===== src/hdl/vjb_pkg.sv =====
`default_nettype none
// ----------------------------------------------------------------------------
// vjb_pkg
// Types and constants shared by the voice jitter buffer modules: request and
// result payloads, outcome codes, register indexes and the control interface.
// ----------------------------------------------------------------------------
package vjb_pkg;

    localparam int CFG_W    = 5;
    localparam int HANDLE_W = 16;
    localparam int ENTRY_W  = HANDLE_W + 1;
    localparam int SIL_BIT  = HANDLE_W;
    localparam int CNT_W    = 32;
    localparam int SEQ_W    = 32;

    localparam logic [CFG_W-1:0] TARGET_RESET   = 5'd3;
    localparam logic [CFG_W-1:0] MAX_FILL_RESET = 5'd3;

    // Register index, taken from paddr bit 2.
    localparam logic REG_TARGET   = 1'b0;
    localparam logic REG_MAX_FILL = 1'b1;

    localparam logic ACT_ARRIVAL = 1'b0;
    localparam logic ACT_PLAYOUT = 1'b1;

    localparam logic [2:0] OUT_ACCEPTED = 3'd0;
    localparam logic [2:0] OUT_REJECTED = 3'd1;
    localparam logic [2:0] OUT_VOICE    = 3'd2;
    localparam logic [2:0] OUT_GAP_SIL  = 3'd3;
    localparam logic [2:0] OUT_UNDERRUN = 3'd4;

    typedef struct packed {
        logic                action;
        logic [SEQ_W-1:0]    seq;
        logic                filter_ok;
        logic [HANDLE_W-1:0] frame_handle;
    } item_t;

    typedef struct packed {
        logic [2:0]          outcome;
        logic [HANDLE_W-1:0] out_handle;
        logic [4:0]          queue_depth;
        logic [CNT_W-1:0]    lost_total;
        logic [CNT_W-1:0]    late_drop_total;
        logic [CNT_W-1:0]    underrun_total;
        logic [CNT_W-1:0]    overflow_total;
        logic [CNT_W-1:0]    rejected_total;
    } result_t;

    // Commands from the controller to the datapath.
    typedef struct packed {
        logic       load;
        logic       calc;
        logic       load_gap;
        logic       push_sil;
        logic       push_voice;
        logic       mark_seen;
        logic       reject_inc;
        logic       underrun_inc;
        logic       set_playing;
        logic       clr_playing;
        logic       trim;
        logic       pop;
        logic       rd_issue;
        logic       finish;
        logic       from_ring;
        logic [2:0] outcome;
    } cmd_t;

    // Status from the datapath to the controller.
    typedef struct packed {
        logic action;
        logic filter_ok;
        logic sil_zero;
        logic playing;
        logic can_start;
        logic need_trim;
        logic empty;
    } status_t;

endpackage
`default_nettype wire


===== src/hdl/vjb_dp.sv =====
`default_nettype none
// ----------------------------------------------------------------------------
// vjb_dp
// Datapath: ring memory with pointers and fill count, sequence reference,
// gap arithmetic and the wrapping statistics counters.
// ----------------------------------------------------------------------------
module vjb_dp #(
    parameter int USABLE_SLOTS = 16
) (
    input  wire logic                      clk,
    input  wire logic                      rst_n,
    input  wire vjb_pkg::item_t            item,
    input  wire vjb_pkg::cmd_t             cmd,
    input  wire logic [vjb_pkg::CFG_W-1:0] target_depth,
    input  wire logic [vjb_pkg::CFG_W-1:0] max_fill,
    output vjb_pkg::status_t               status,
    output vjb_pkg::result_t               result
);
    import vjb_pkg::*;

    localparam int AW = (USABLE_SLOTS > 1) ? $clog2(USABLE_SLOTS) : 1;
    localparam int FW = $clog2(USABLE_SLOTS + 1);
    localparam int CW = (FW > CFG_W) ? FW : CFG_W;

    logic [ENTRY_W-1:0] mem [USABLE_SLOTS];
    logic [ENTRY_W-1:0] rdata_reg;

    item_t              item_reg;
    logic [SEQ_W-1:0]   delta_reg;
    logic [SEQ_W-1:0]   missing_reg;

    logic [AW-1:0]      wp_reg, wp_next;
    logic [AW-1:0]      rp_reg, rp_next;
    logic [FW-1:0]      fill_reg, fill_next;
    logic [CFG_W-1:0]   sil_reg, sil_next;
    logic               playing_reg, playing_next;
    logic               seen_reg, seen_next;
    logic [SEQ_W-1:0]   last_seq_reg, last_seq_next;
    logic [CNT_W-1:0]   lost_reg, lost_next;
    logic [CNT_W-1:0]   late_reg, late_next;
    logic [CNT_W-1:0]   underrun_reg, underrun_next;
    logic [CNT_W-1:0]   overflow_reg, overflow_next;
    logic [CNT_W-1:0]   reject_reg, reject_next;

    logic               gap;
    logic [CFG_W-1:0]   fill_n;
    logic               full;
    logic               push_en;
    logic [ENTRY_W-1:0] push_data;
    logic [CW-1:0]      fill_c;
    logic [CW-1:0]      target_c;

    assign fill_c   = CW'(fill_reg);
    assign target_c = CW'(target_depth);
    assign full     = (fill_reg == FW'(USABLE_SLOTS));

    // A forward gap is a difference of at least two with the top bit clear.
    assign gap    = seen_reg && (delta_reg > 32'd1) && !delta_reg[SEQ_W-1];
    assign fill_n = (missing_reg < {{(SEQ_W-CFG_W){1'b0}}, max_fill})
                    ? missing_reg[CFG_W-1:0] : max_fill;

    assign push_en   = cmd.push_sil || cmd.push_voice;
    assign push_data = cmd.push_sil ? {1'b1, {HANDLE_W{1'b0}}}
                                    : {1'b0, item_reg.frame_handle};

    always_comb
    begin
        wp_next       = wp_reg;
        rp_next       = rp_reg;
        fill_next     = fill_reg;
        sil_next      = sil_reg;
        playing_next  = playing_reg;
        seen_next     = seen_reg;
        last_seq_next = last_seq_reg;
        lost_next     = lost_reg;
        late_next     = late_reg;
        underrun_next = underrun_reg;
        overflow_next = overflow_reg;
        reject_next   = reject_reg;

        if (cmd.reject_inc)
        begin
            reject_next = reject_reg + 32'd1;
        end
        if (cmd.load_gap)
        begin
            sil_next = gap ? fill_n : '0;
            if (gap)
            begin
                lost_next = lost_reg + missing_reg;
            end
        end
        if (cmd.push_sil)
        begin
            sil_next = sil_reg - CFG_W'(1);
        end
        if (push_en)
        begin
            if (full)
            begin
                overflow_next = overflow_reg + 32'd1;
            end
            else
            begin
                wp_next   = (wp_reg == AW'(USABLE_SLOTS - 1)) ? '0 : wp_reg + AW'(1);
                fill_next = fill_reg + FW'(1);
            end
        end
        if (cmd.mark_seen)
        begin
            seen_next     = 1'b1;
            last_seq_next = item_reg.seq;
        end
        if (cmd.set_playing)
        begin
            playing_next = 1'b1;
        end
        if (cmd.clr_playing)
        begin
            playing_next = 1'b0;
        end
        if (cmd.underrun_inc)
        begin
            underrun_next = underrun_reg + 32'd1;
        end
        if (cmd.pop)
        begin
            rp_next   = (rp_reg == AW'(USABLE_SLOTS - 1)) ? '0 : rp_reg + AW'(1);
            fill_next = fill_reg - FW'(1);
        end
        if (cmd.trim)
        begin
            late_next = late_reg + 32'd1;
        end
    end

    always_ff @(posedge clk or negedge rst_n)
    begin
        if (!rst_n)
        begin
            wp_reg       <= '0;
            rp_reg       <= '0;
            fill_reg     <= '0;
            sil_reg      <= '0;
            playing_reg  <= 1'b0;
            seen_reg     <= 1'b0;
            last_seq_reg <= '0;
            lost_reg     <= '0;
            late_reg     <= '0;
            underrun_reg <= '0;
            overflow_reg <= '0;
            reject_reg   <= '0;
        end
        else
        begin
            wp_reg       <= wp_next;
            rp_reg       <= rp_next;
            fill_reg     <= fill_next;
            sil_reg      <= sil_next;
            playing_reg  <= playing_next;
            seen_reg     <= seen_next;
            last_seq_reg <= last_seq_next;
            lost_reg     <= lost_next;
            late_reg     <= late_next;
            underrun_reg <= underrun_next;
            overflow_reg <= overflow_next;
            reject_reg   <= reject_next;
        end
    end

    // Payload registers and the ring memory carry no reset.
    always_ff @(posedge clk)
    begin
        if (cmd.load)
        begin
            item_reg <= item;
        end
        if (cmd.calc)
        begin
            delta_reg   <= item_reg.seq - last_seq_reg;
            missing_reg <= item_reg.seq + ~last_seq_reg;
        end
        if (push_en && !full)
        begin
            mem[wp_reg] <= push_data;
        end
        if (cmd.rd_issue)
        begin
            rdata_reg <= mem[rp_reg];
        end
    end

    assign status.action    = item_reg.action;
    assign status.filter_ok = item_reg.filter_ok;
    assign status.sil_zero  = (sil_reg == '0);
    assign status.playing   = playing_reg;
    assign status.can_start = (fill_c >= target_c);
    assign status.need_trim = (fill_c > target_c);
    assign status.empty     = (fill_reg == '0);

    always_comb
    begin
        result.outcome    = cmd.outcome;
        result.out_handle = '0;
        if (cmd.from_ring)
        begin
            if (rdata_reg[SIL_BIT])
            begin
                result.outcome = OUT_GAP_SIL;
            end
            else
            begin
                result.outcome    = OUT_VOICE;
                result.out_handle = rdata_reg[HANDLE_W-1:0];
            end
        end
        result.queue_depth     = fill_c[4:0];
        result.lost_total      = lost_reg;
        result.late_drop_total = late_reg;
        result.underrun_total  = underrun_reg;
        result.overflow_total  = overflow_reg;
        result.rejected_total  = reject_reg;
    end

endmodule
`default_nettype wire


===== src/hdl/vjb_ctrl.sv =====
`default_nettype none
// ----------------------------------------------------------------------------
// vjb_ctrl
// Controller: sequences one request at a time through decode, gap fill,
// push, trim and pop, and hands the finished result to the output register.
// ----------------------------------------------------------------------------
module vjb_ctrl (
    input  wire logic             clk,
    input  wire logic             rst_n,
    input  wire logic             item_valid,
    input  wire logic             out_free,
    input  wire vjb_pkg::status_t status,
    output logic                  item_ready,
    output vjb_pkg::cmd_t         cmd
);
    import vjb_pkg::*;

    typedef enum logic [2:0] {
        ST_IDLE,
        ST_DECODE,
        ST_GAP,
        ST_FILL,
        ST_TRIM,
        ST_FINISH
    } state_t;

    state_t     state_reg, state_next;
    logic [2:0] outcome_reg, outcome_next;
    logic       from_ring_reg, from_ring_next;

    always_comb
    begin
        state_next     = state_reg;
        outcome_next   = outcome_reg;
        from_ring_next = from_ring_reg;
        item_ready     = 1'b0;
        cmd            = '0;
        cmd.outcome    = outcome_reg;
        cmd.from_ring  = from_ring_reg;

        unique case (state_reg)
            ST_IDLE:
            begin
                item_ready = 1'b1;
                if (item_valid)
                begin
                    cmd.load       = 1'b1;
                    from_ring_next = 1'b0;
                    state_next     = ST_DECODE;
                end
            end
            ST_DECODE:
            begin
                if (status.action == ACT_ARRIVAL)
                begin
                    if (!status.filter_ok)
                    begin
                        cmd.reject_inc = 1'b1;
                        outcome_next   = OUT_REJECTED;
                        state_next     = ST_FINISH;
                    end
                    else
                    begin
                        cmd.calc   = 1'b1;
                        state_next = ST_GAP;
                    end
                end
                else if (!status.playing && !status.can_start)
                begin
                    cmd.underrun_inc = 1'b1;
                    outcome_next     = OUT_UNDERRUN;
                    state_next       = ST_FINISH;
                end
                else
                begin
                    cmd.set_playing = !status.playing;
                    state_next      = ST_TRIM;
                end
            end
            ST_GAP:
            begin
                cmd.load_gap = 1'b1;
                state_next   = ST_FILL;
            end
            ST_FILL:
            begin
                // Silence markers go in first, one a cycle, then the voice handle.
                if (!status.sil_zero)
                begin
                    cmd.push_sil = 1'b1;
                end
                else
                begin
                    cmd.push_voice = 1'b1;
                    cmd.mark_seen  = 1'b1;
                    outcome_next   = OUT_ACCEPTED;
                    state_next     = ST_FINISH;
                end
            end
            ST_TRIM:
            begin
                if (status.need_trim)
                begin
                    cmd.trim = 1'b1;
                    cmd.pop  = 1'b1;
                end
                else if (status.empty)
                begin
                    cmd.clr_playing  = 1'b1;
                    cmd.underrun_inc = 1'b1;
                    outcome_next     = OUT_UNDERRUN;
                    state_next       = ST_FINISH;
                end
                else
                begin
                    cmd.rd_issue   = 1'b1;
                    cmd.pop        = 1'b1;
                    from_ring_next = 1'b1;
                    state_next     = ST_FINISH;
                end
            end
            ST_FINISH:
            begin
                if (out_free)
                begin
                    cmd.finish = 1'b1;
                    state_next = ST_IDLE;
                end
            end
            default:
            begin
                state_next = ST_IDLE;
            end
        endcase
    end

    always_ff @(posedge clk or negedge rst_n)
    begin
        if (!rst_n)
        begin
            state_reg     <= ST_IDLE;
            outcome_reg   <= OUT_ACCEPTED;
            from_ring_reg <= 1'b0;
        end
        else
        begin
            state_reg     <= state_next;
            outcome_reg   <= outcome_next;
            from_ring_reg <= from_ring_next;
        end
    end

endmodule
`default_nettype wire


===== src/hdl/voice_jitter_buffer.sv =====
`default_nettype none
// Request flow: a rejected arrival or a refused playout goes from decode to finish;
// an accepted arrival passes decode, gap and fill, queuing silence markers one a cycle,
// and a playout passes decode and trim (ring walked one a cycle) before finish.
// Throughput: one request at a time, the next taken once the result is registered;
// the output register lets that happen while the result still waits.
// Reset clears pointers, fill, counters and sets both registers to 3; no clearing pass.
// ----------------------------------------------------------------------------
// voice_jitter_buffer
// Voice-frame jitter buffer with gap silence fill, target-depth trimming,
// underrun handling and an APB register port for its two settings.
// ----------------------------------------------------------------------------
module voice_jitter_buffer #(
    parameter int USABLE_SLOTS = 16
) (
    input  wire logic             clk,
    input  wire logic             rst_n,
    input  wire logic             item_valid,
    output logic                  item_ready,
    input  wire vjb_pkg::item_t   item,
    output logic                  result_valid,
    input  wire logic             result_ready,
    output vjb_pkg::result_t      result,
    input  wire logic             psel,
    input  wire logic             penable,
    input  wire logic             pwrite,
    input  wire logic [2:0]       paddr,
    input  wire logic [31:0]      pwdata,
    output logic [31:0]           prdata,
    output logic                  pready
);
    import vjb_pkg::*;

    logic [CFG_W-1:0] target_reg;
    logic [CFG_W-1:0] max_fill_reg;
    logic             result_valid_reg;
    result_t          result_reg;

    cmd_t             cmd;
    status_t          status;
    result_t          dp_result;
    logic             out_free;
    logic             cfg_write;

    assign pready    = 1'b1;
    assign cfg_write = psel && penable && pwrite;

    always_ff @(posedge clk or negedge rst_n)
    begin
        if (!rst_n)
        begin
            target_reg   <= TARGET_RESET;
            max_fill_reg <= MAX_FILL_RESET;
        end
        else if (cfg_write)
        begin
            unique case (paddr[2])
                REG_TARGET:   target_reg   <= pwdata[CFG_W-1:0];
                REG_MAX_FILL: max_fill_reg <= pwdata[CFG_W-1:0];
                default:      ;
            endcase
        end
    end

    always_comb
    begin
        unique case (paddr[2])
            REG_TARGET:   prdata = {{(32-CFG_W){1'b0}}, target_reg};
            REG_MAX_FILL: prdata = {{(32-CFG_W){1'b0}}, max_fill_reg};
            default:      prdata = '0;
        endcase
    end

    assign out_free = !result_valid_reg || result_ready;

    vjb_ctrl u_ctrl (
        .clk        (clk),
        .rst_n      (rst_n),
        .item_valid (item_valid),
        .out_free   (out_free),
        .status     (status),
        .item_ready (item_ready),
        .cmd        (cmd)
    );

    vjb_dp #(
        .USABLE_SLOTS (USABLE_SLOTS)
    ) u_dp (
        .clk          (clk),
        .rst_n        (rst_n),
        .item         (item),
        .cmd          (cmd),
        .target_depth (target_reg),
        .max_fill     (max_fill_reg),
        .status       (status),
        .result       (dp_result)
    );

    always_ff @(posedge clk or negedge rst_n)
    begin
        if (!rst_n)
        begin
            result_valid_reg <= 1'b0;
        end
        else if (cmd.finish)
        begin
            result_valid_reg <= 1'b1;
        end
        else if (result_ready)
        begin
            result_valid_reg <= 1'b0;
        end
    end

    always_ff @(posedge clk)
    begin
        if (cmd.finish)
        begin
            result_reg <= dp_result;
        end
    end

    assign result_valid = result_valid_reg;
    assign result       = result_reg;

endmodule
`default_nettype wire


===== config.mk =====
export PLATFORM = sky130hd
export DESIGN_NAME = voice_jitter_buffer
export DESIGN_NICKNAME = d
export VERILOG_FILES = /design/src/hdl/vjb_pkg.sv /design/src/hdl/vjb_dp.sv /design/src/hdl/vjb_ctrl.sv /design/src/hdl/voice_jitter_buffer.sv
export SDC_FILE = /design/constraint.sdc
export NUM_CORES = 1
export LEC_CHECK = 0
export ABC_AREA = 1
export BUFFER_PORTS_ARGS = -buffer_cell sky130_fd_sc_hd__buf_2
export CORE_MARGIN = 3
export CORE_UTILIZATION = 60
export CTS_BUF_LIST = sky130_fd_sc_hd__clkbuf_8
export DETAILED_ROUTE_END_ITERATION = 8
export PLACE_DENSITY = 0.87
export SLEW_MARGIN = 20
export SYNTH_ARGS = -nofsm -noshare
export SYNTH_HDL_FRONTEND = slang
export SYNTH_SLANG_ARGS = --single-unit

===== constraint.sdc =====
create_clock -name clk -period 28.7 [get_ports clk]
set_input_delay 4.305 -clock clk [delete_from_list [all_inputs] [get_ports clk]]
set_output_delay 4.305 -clock clk [all_outputs]
set_load 0.01 [all_outputs]

### Word level (Yosys, flattened, before mapping)

Memories as Yosys holds them, arrays and structs flattened. A register that Yosys moved wholly into a read port is not among the register bits.
Cells that the tools add are included.

| operators by class | value |
|---|---|
| $add $sub $neg | 12 |
| $lt $le $gt $ge | 4 |
| eq/ne operators | 17 |
| muxes and demuxes | 66 |
| bitwise operators | 4 |
| reductions and logical operators | 32 |

Operators with widths:

| kind | count |
|---|---|
| adder 32 x 1 -> 32 bit, second input constant | 4 |
| adder 32 bit | 2 |
| case mux 32 bit (2 select lines) | 1 |
| two-way mux 3 bit | 13 |
| two-way mux 5 bit | 7 |
| greater-than comparator 32 x 1 -> 1 bit, second input constant | 1 |
| less-than comparator 32 x 5 -> 1 bit | 1 |
| two-way mux 1 bit | 32 |
| NOT 32 bit | 1 |
| subtractor 32 bit | 1 |
| two-way mux 19 bit | 1 |
| case mux 3 bit (6 select lines) | 1 |
| two-way mux 17 bit | 1 |
| two-way mux 16 bit | 1 |
| two-way mux 4 bit | 3 |
| inequality test 2 bit, second input constant | 6 |
| AND reduction 2 bit | 6 |
| logical NOT 5 bit | 2 |
| nonzero test 2 bit | 5 |
| subtractor 5 x 1 -> 5 bit, second input constant | 2 |
| case mux 3 bit (3 select lines) | 1 |
| adder 4 x 1 -> 4 bit, second input constant | 2 |
| equality test 4 bit, second input constant | 2 |
| AND reduction 4 bit | 2 |
| 20 further kinds | 37 |

| storage, ports and cells | value |
|---|---|
| register bits after elaboration | 528 |
| RAM bits | 272 |
| input bits | 92 |
| output and inout port bits | 219 |
| word-level logic and storage cells | 168 |
| memories | 1 |

Memory list:

| memory | depth | bits a word | rd ports | clocked after Yosys merged registers in | wr ports | RTL line | RTL |
|---|---|---|---|---|---|---|---|
| u_dp.mem | 16 | 17 | 1 | 1 | 1 | vjb_dp.sv:25 | `logic [ENTRY_W-1:0] mem [USABLE_SLOTS];` |

### Logic depth before layout (Yosys ltp)

| logic depth | value |
|---|---|
| word-level depth | 8 |
| depth in mapped cells | 16 |
| mapped depth without buffers | 16 |

### Modules after synthesis

From an unflattened synthesis, not the netlist that was laid out.

| second synthesis, totals | value |
|---|---|
| cell total of the unflattened synthesis | 3646 |
| area, all modules | 37239.5 um^2 |

By module, submodules not included:

| module | times used | cells each | area an instance (um^2) | seq. area each (um^2) |
|---|---|---|---|---|
| vjb_dp | 1 | 3284 | 30427.9 | 17376.7 |
| voice_jitter_buffer | 1 | 282 | 6267.3 | 5805.6 |
| vjb_ctrl | 1 | 80 | 544.3 | 150.1 |

### Worst setup path before layout

No wires, ideal clock.

| path | value |
|---|---|
| path type | input to register |
| from | input port result_ready |
| to | register result_reg (netlist bit result[0]) (enable) |
| setup time | 0.733 ns |
| arrival time | 11.942 ns |
| required time | 27.967 ns |
| path slack | 16.024 ns |
| stages | 2 |
| path buffers | 0 |
| cells stage by stage | nor2_1 > nor2_1 |

RTL lines:

| what | RTL line | RTL |
|---|---|---|
| from (decl) | voice_jitter_buffer.sv:22 | `input wire logic result_ready,` |
| to (signal assigned) | voice_jitter_buffer.sv:119 | `result_reg <= dp_result;` |
| to (decl) | voice_jitter_buffer.sv:37 | `result_t result_reg;` |

### Worst setup path in the final report

| path | value |
|---|---|
| from | input port paddr[2] |
| to | output port prdata[0] |

| between the ends | value |
|---|---|
| cells in the longest elaborated chain, start to end | 2 |

RTL lines:

| what | RTL line | RTL |
|---|---|---|
| from (decl) | voice_jitter_buffer.sv:27 | `input wire logic [2:0] paddr,` |
| NOT 1 bit (no source line) | - |  |
| case mux 32 bit (2 select lines) * | voice_jitter_buffer.sv:67 | `unique case (paddr[2])` |
| to (decl) | voice_jitter_buffer.sv:29 | `output logic [31:0] prdata,` |

Mark *: on every way between the ends. The rest lies on a longest branch, timed or not. The select of a mux whose other input is x is not followed.

==> flow_summary_export.csv <==
group,metric,value,unit
outcome,status,"completed",
clocking,cts_inserted_buffers,132,
grt,grt_pass1_vias,27200,
sta,finalCritPeriodShare,0.326,
clocking,clock-root-buffer,"clkbuf_8",
power_and_ir_drop,p_total,3.80,mW
final_layout,final_cell_area,0.0424,mm²
grt,grt_pass1_wl,142000,µm
setup_path,start_kind,"input port",
clocking,cts_max_path_buffers,3,
clocking,clock_sinks,815,
sta,tns,0,ps
clocking,worstSkewPairLatency,790,ps
clocking,post_cts_buffers,0,
routing,routed_via_density,5.50,
place,dpl.hpwl,61700,µm
floorplan,die_area,0.0659,mm²
setup_path,critPathMaxFanout,10,
sta,worst_slew_pin_slew,1200,ps
sta,finalHoldViolations,0,
yosys,async_flop_share,0.281,
floorplan,row_count,91,
clocking,cts_hold_buf,0,
floorplan,fp.coreArea,0.0619,mm²
sta,finClkSkew,37.7,ps
clocking,tritoncts,"yes",
yosys,synth_flop_cell,"edfxtp_1",
worst_hold_path,hold_class,"flop to flop",
grt,grt_usage,0.275,
clocking,path_clk_slew,60,ps
worst_hold_path,holdPathEnd,"u_dp.seen_reg",
routing,ant_nets,0,
worst_hold_path,hp-start,"u_dp.seen_reg",
yosys,synth-edff-count,586,
sta,fin_crit,9370,ps
power_and_ir_drop,irDropWorstVdd,0.0615,mV
worst_hold_path,worstHoldPathCells,2,
grt,grt_max_degree,185,
flow_run,drv_cap,0,
floorplan,boundaryPins,311,
yosys,synth_cells,3795,
sta,fmax,107,MHz
routing,first_pass_iters,6,
sta,slew_headroom,0.197,
place,port_buffers,253,
routing,routed_wl,90700,µm
routing,drt_iter0_drc,2827,
final_layout,areaGrowthSynthToFinish,12.6,%
sta,setup_viol,0,
sta,drv_slew,0,
floorplan,start_util,0.609,
floorplan,die_w,257,µm
final_layout,largest_register_ffs,272,
yosys,ys_seq_area_frac,0.619,
setup_path,r2r_slack,25290,ps
setup_path,r2r_start,"u_dp.rp_reg[0]",
yosys,syn_area_per_cell,9.93,µm²
yosys,synth_area,0.0377,mm²
setup_path,cp-end-kind,"output pin",
power_and_ir_drop,p_leak,18.0,nW
final_layout,drive_above_1_share,0.118,
setup_path,r2r_end,"u_dp.rdata_reg[15]",
power_and_ir_drop,power-per-cell-area,89.6,mW/mm²
routing,wl_per_cell,17.9,µm
grt,antenna_found_initial,1,
place,place_area,0.0398,mm²
setup_path,arrival,5060,ps
clocking,htree_levels,4,
sta,grt_setup_unrepaired,"false",
setup_path,critical_path_required,24400,ps
clocking,ctsResizeCount,0,
routing,drcViolationCount,0,
routing,dr_total_vias,27900,
yosys,ys_warn_count,0,
setup_path,critPathKind,"input port to output pin",
setup_path,r2r_cells,6,
yosys,ys_ff_latch,815,
floorplan,die_y,257,µm
yosys,synth_cell_type_count,49,
final_layout,fin_nets,4308,
grt,grt_overflow,0,
place,gp_congestion,0.956,
==> critical path, stage by stage <==
cell and delay (ps):
buf_2 170, inv_1 90, o21ai_0 300, buf_2 200
==> how the worst max path moves through the flow <==
stage	start	end	slack, ps
floorplan	result_ready	result[0]	16020
global route	paddr[2]	prdata[0]	19230
CTS	paddr[2]	prdata[0]	19260
finish	paddr[2]	prdata[0]	19330
detailed placement	paddr[2]	prdata[0]	19260
global placement	paddr[2]	prdata[0]	19280
==> cells by family after synthesis <==
logic type               count (synthesis)  synth area share
AO/OA/AOI/OAI                          447            0.0651
buffers and inverters                  508            0.0545
other                                    2          0.000199
AND/OR/NAND/NOR                       1764             0.191
flip-flops                             815             0.619
XOR/XNOR                               170            0.0395
adder cells (fa/ha/maj)                 89            0.0303
==> synthesized netlist by cell type (6+ instances only) <==
cell type | n | share of area
nand2_1 | 1016 | 0.10
edfxtp_1 | 586 | 0.47
nor2_1 | 424 | 0.042
inv_1 | 390 | 0.039
o21ai_0 | 250 | 0.033
dfrtp_1 | 225 | 0.15
nand3_1 | 166 | 0.022
xor2_1 | 125 | 0.029
a21oi_1 | 111 | 0.015
ha_1 | 85 | 0.028
nor3_1 | 72 | 0.0096
clkbuf_1 | 53 | 0.0053
xnor2_1 | 45 | 0.010
nand4_1 | 43 | 0.0071
buf_4 | 29 | 0.0058
buf_2 | 22 | 0.0029
o22ai_1 | 22 | 0.0037
a221oi_1 | 20 | 0.0046
o221ai_1 | 13 | 0.0030
nand3b_1 | 9 | 0.0018
o21bai_1 | 8 | 0.0016
o21a_1 | 7 | 0.0014
nor3_2 | 6 | 0.0016
o21ai_1 | 6 | 0.00080
or2_2 | 6 | 0.0010
==> cell type report <==
type / instances / area (µm²)
antenna: 1 / 2.50
sequential: 815 / 23300
clock inverter: 99 / 592
inverter: 396 / 1490
tap: 837 / 1050
clock buffer: 145 / 2000
fill: 4560 / 19500
multi-input combinational: 2498 / 12400
timing repair buffer: 284 / 1550
==> per-stage QoR <==
stage | utilization | cells | hold WS, ps | worst slack (ps)
6_report | 0.685 | 5075 | 451 | 19330
5_1_grt | 0.685 | 5075 | 475 | 19230
4_1_cts | 0.685 | 5073 | 454 | 19260
3_5_place_dp | 0.643 | 4829 | 439 | 19260
3_3_place_gp | 0.643 | 4829 | 429 | 19280
2_1_floorplan | - | 3821 | 418 | 16020
==> power breakdown <==
group | internal (mW) | total, mW | switching [mW]
logic | 0.361 | 1.19 | 0.832
registers | 1.53 | 1.64 | 0.113
clock network | 0.502 | 0.968 | 0.467
==> metal layers <==
metal / vias to the layer above / wire [µm] / track usage / part of all wire
met5: - / 0 / 0 / 0
met3: 257 / 7900 / 0.0539 / 0.087
met4: 0 / 3360 / 0.109 / 0.037
met2: 1317 / 43300 / 0.452 / 0.48
li1: 13300 / - / - / -
met1: 13000 / 36100 / 0.364 / 0.40
==> layout by cell type (no fill, tap or decap), types with 125 or more instances in the layout <==
cell type / count
edfxtp_1: 586
clkbuf_8: 145
o21ai_0: 250
nor2_1: 421
dfrtp_1: 223
nand3_1: 166
inv_1: 438
nand2_1: 1016
buf_2: 252
xor2_1: 125
Power figures use the tool's default switching activity.
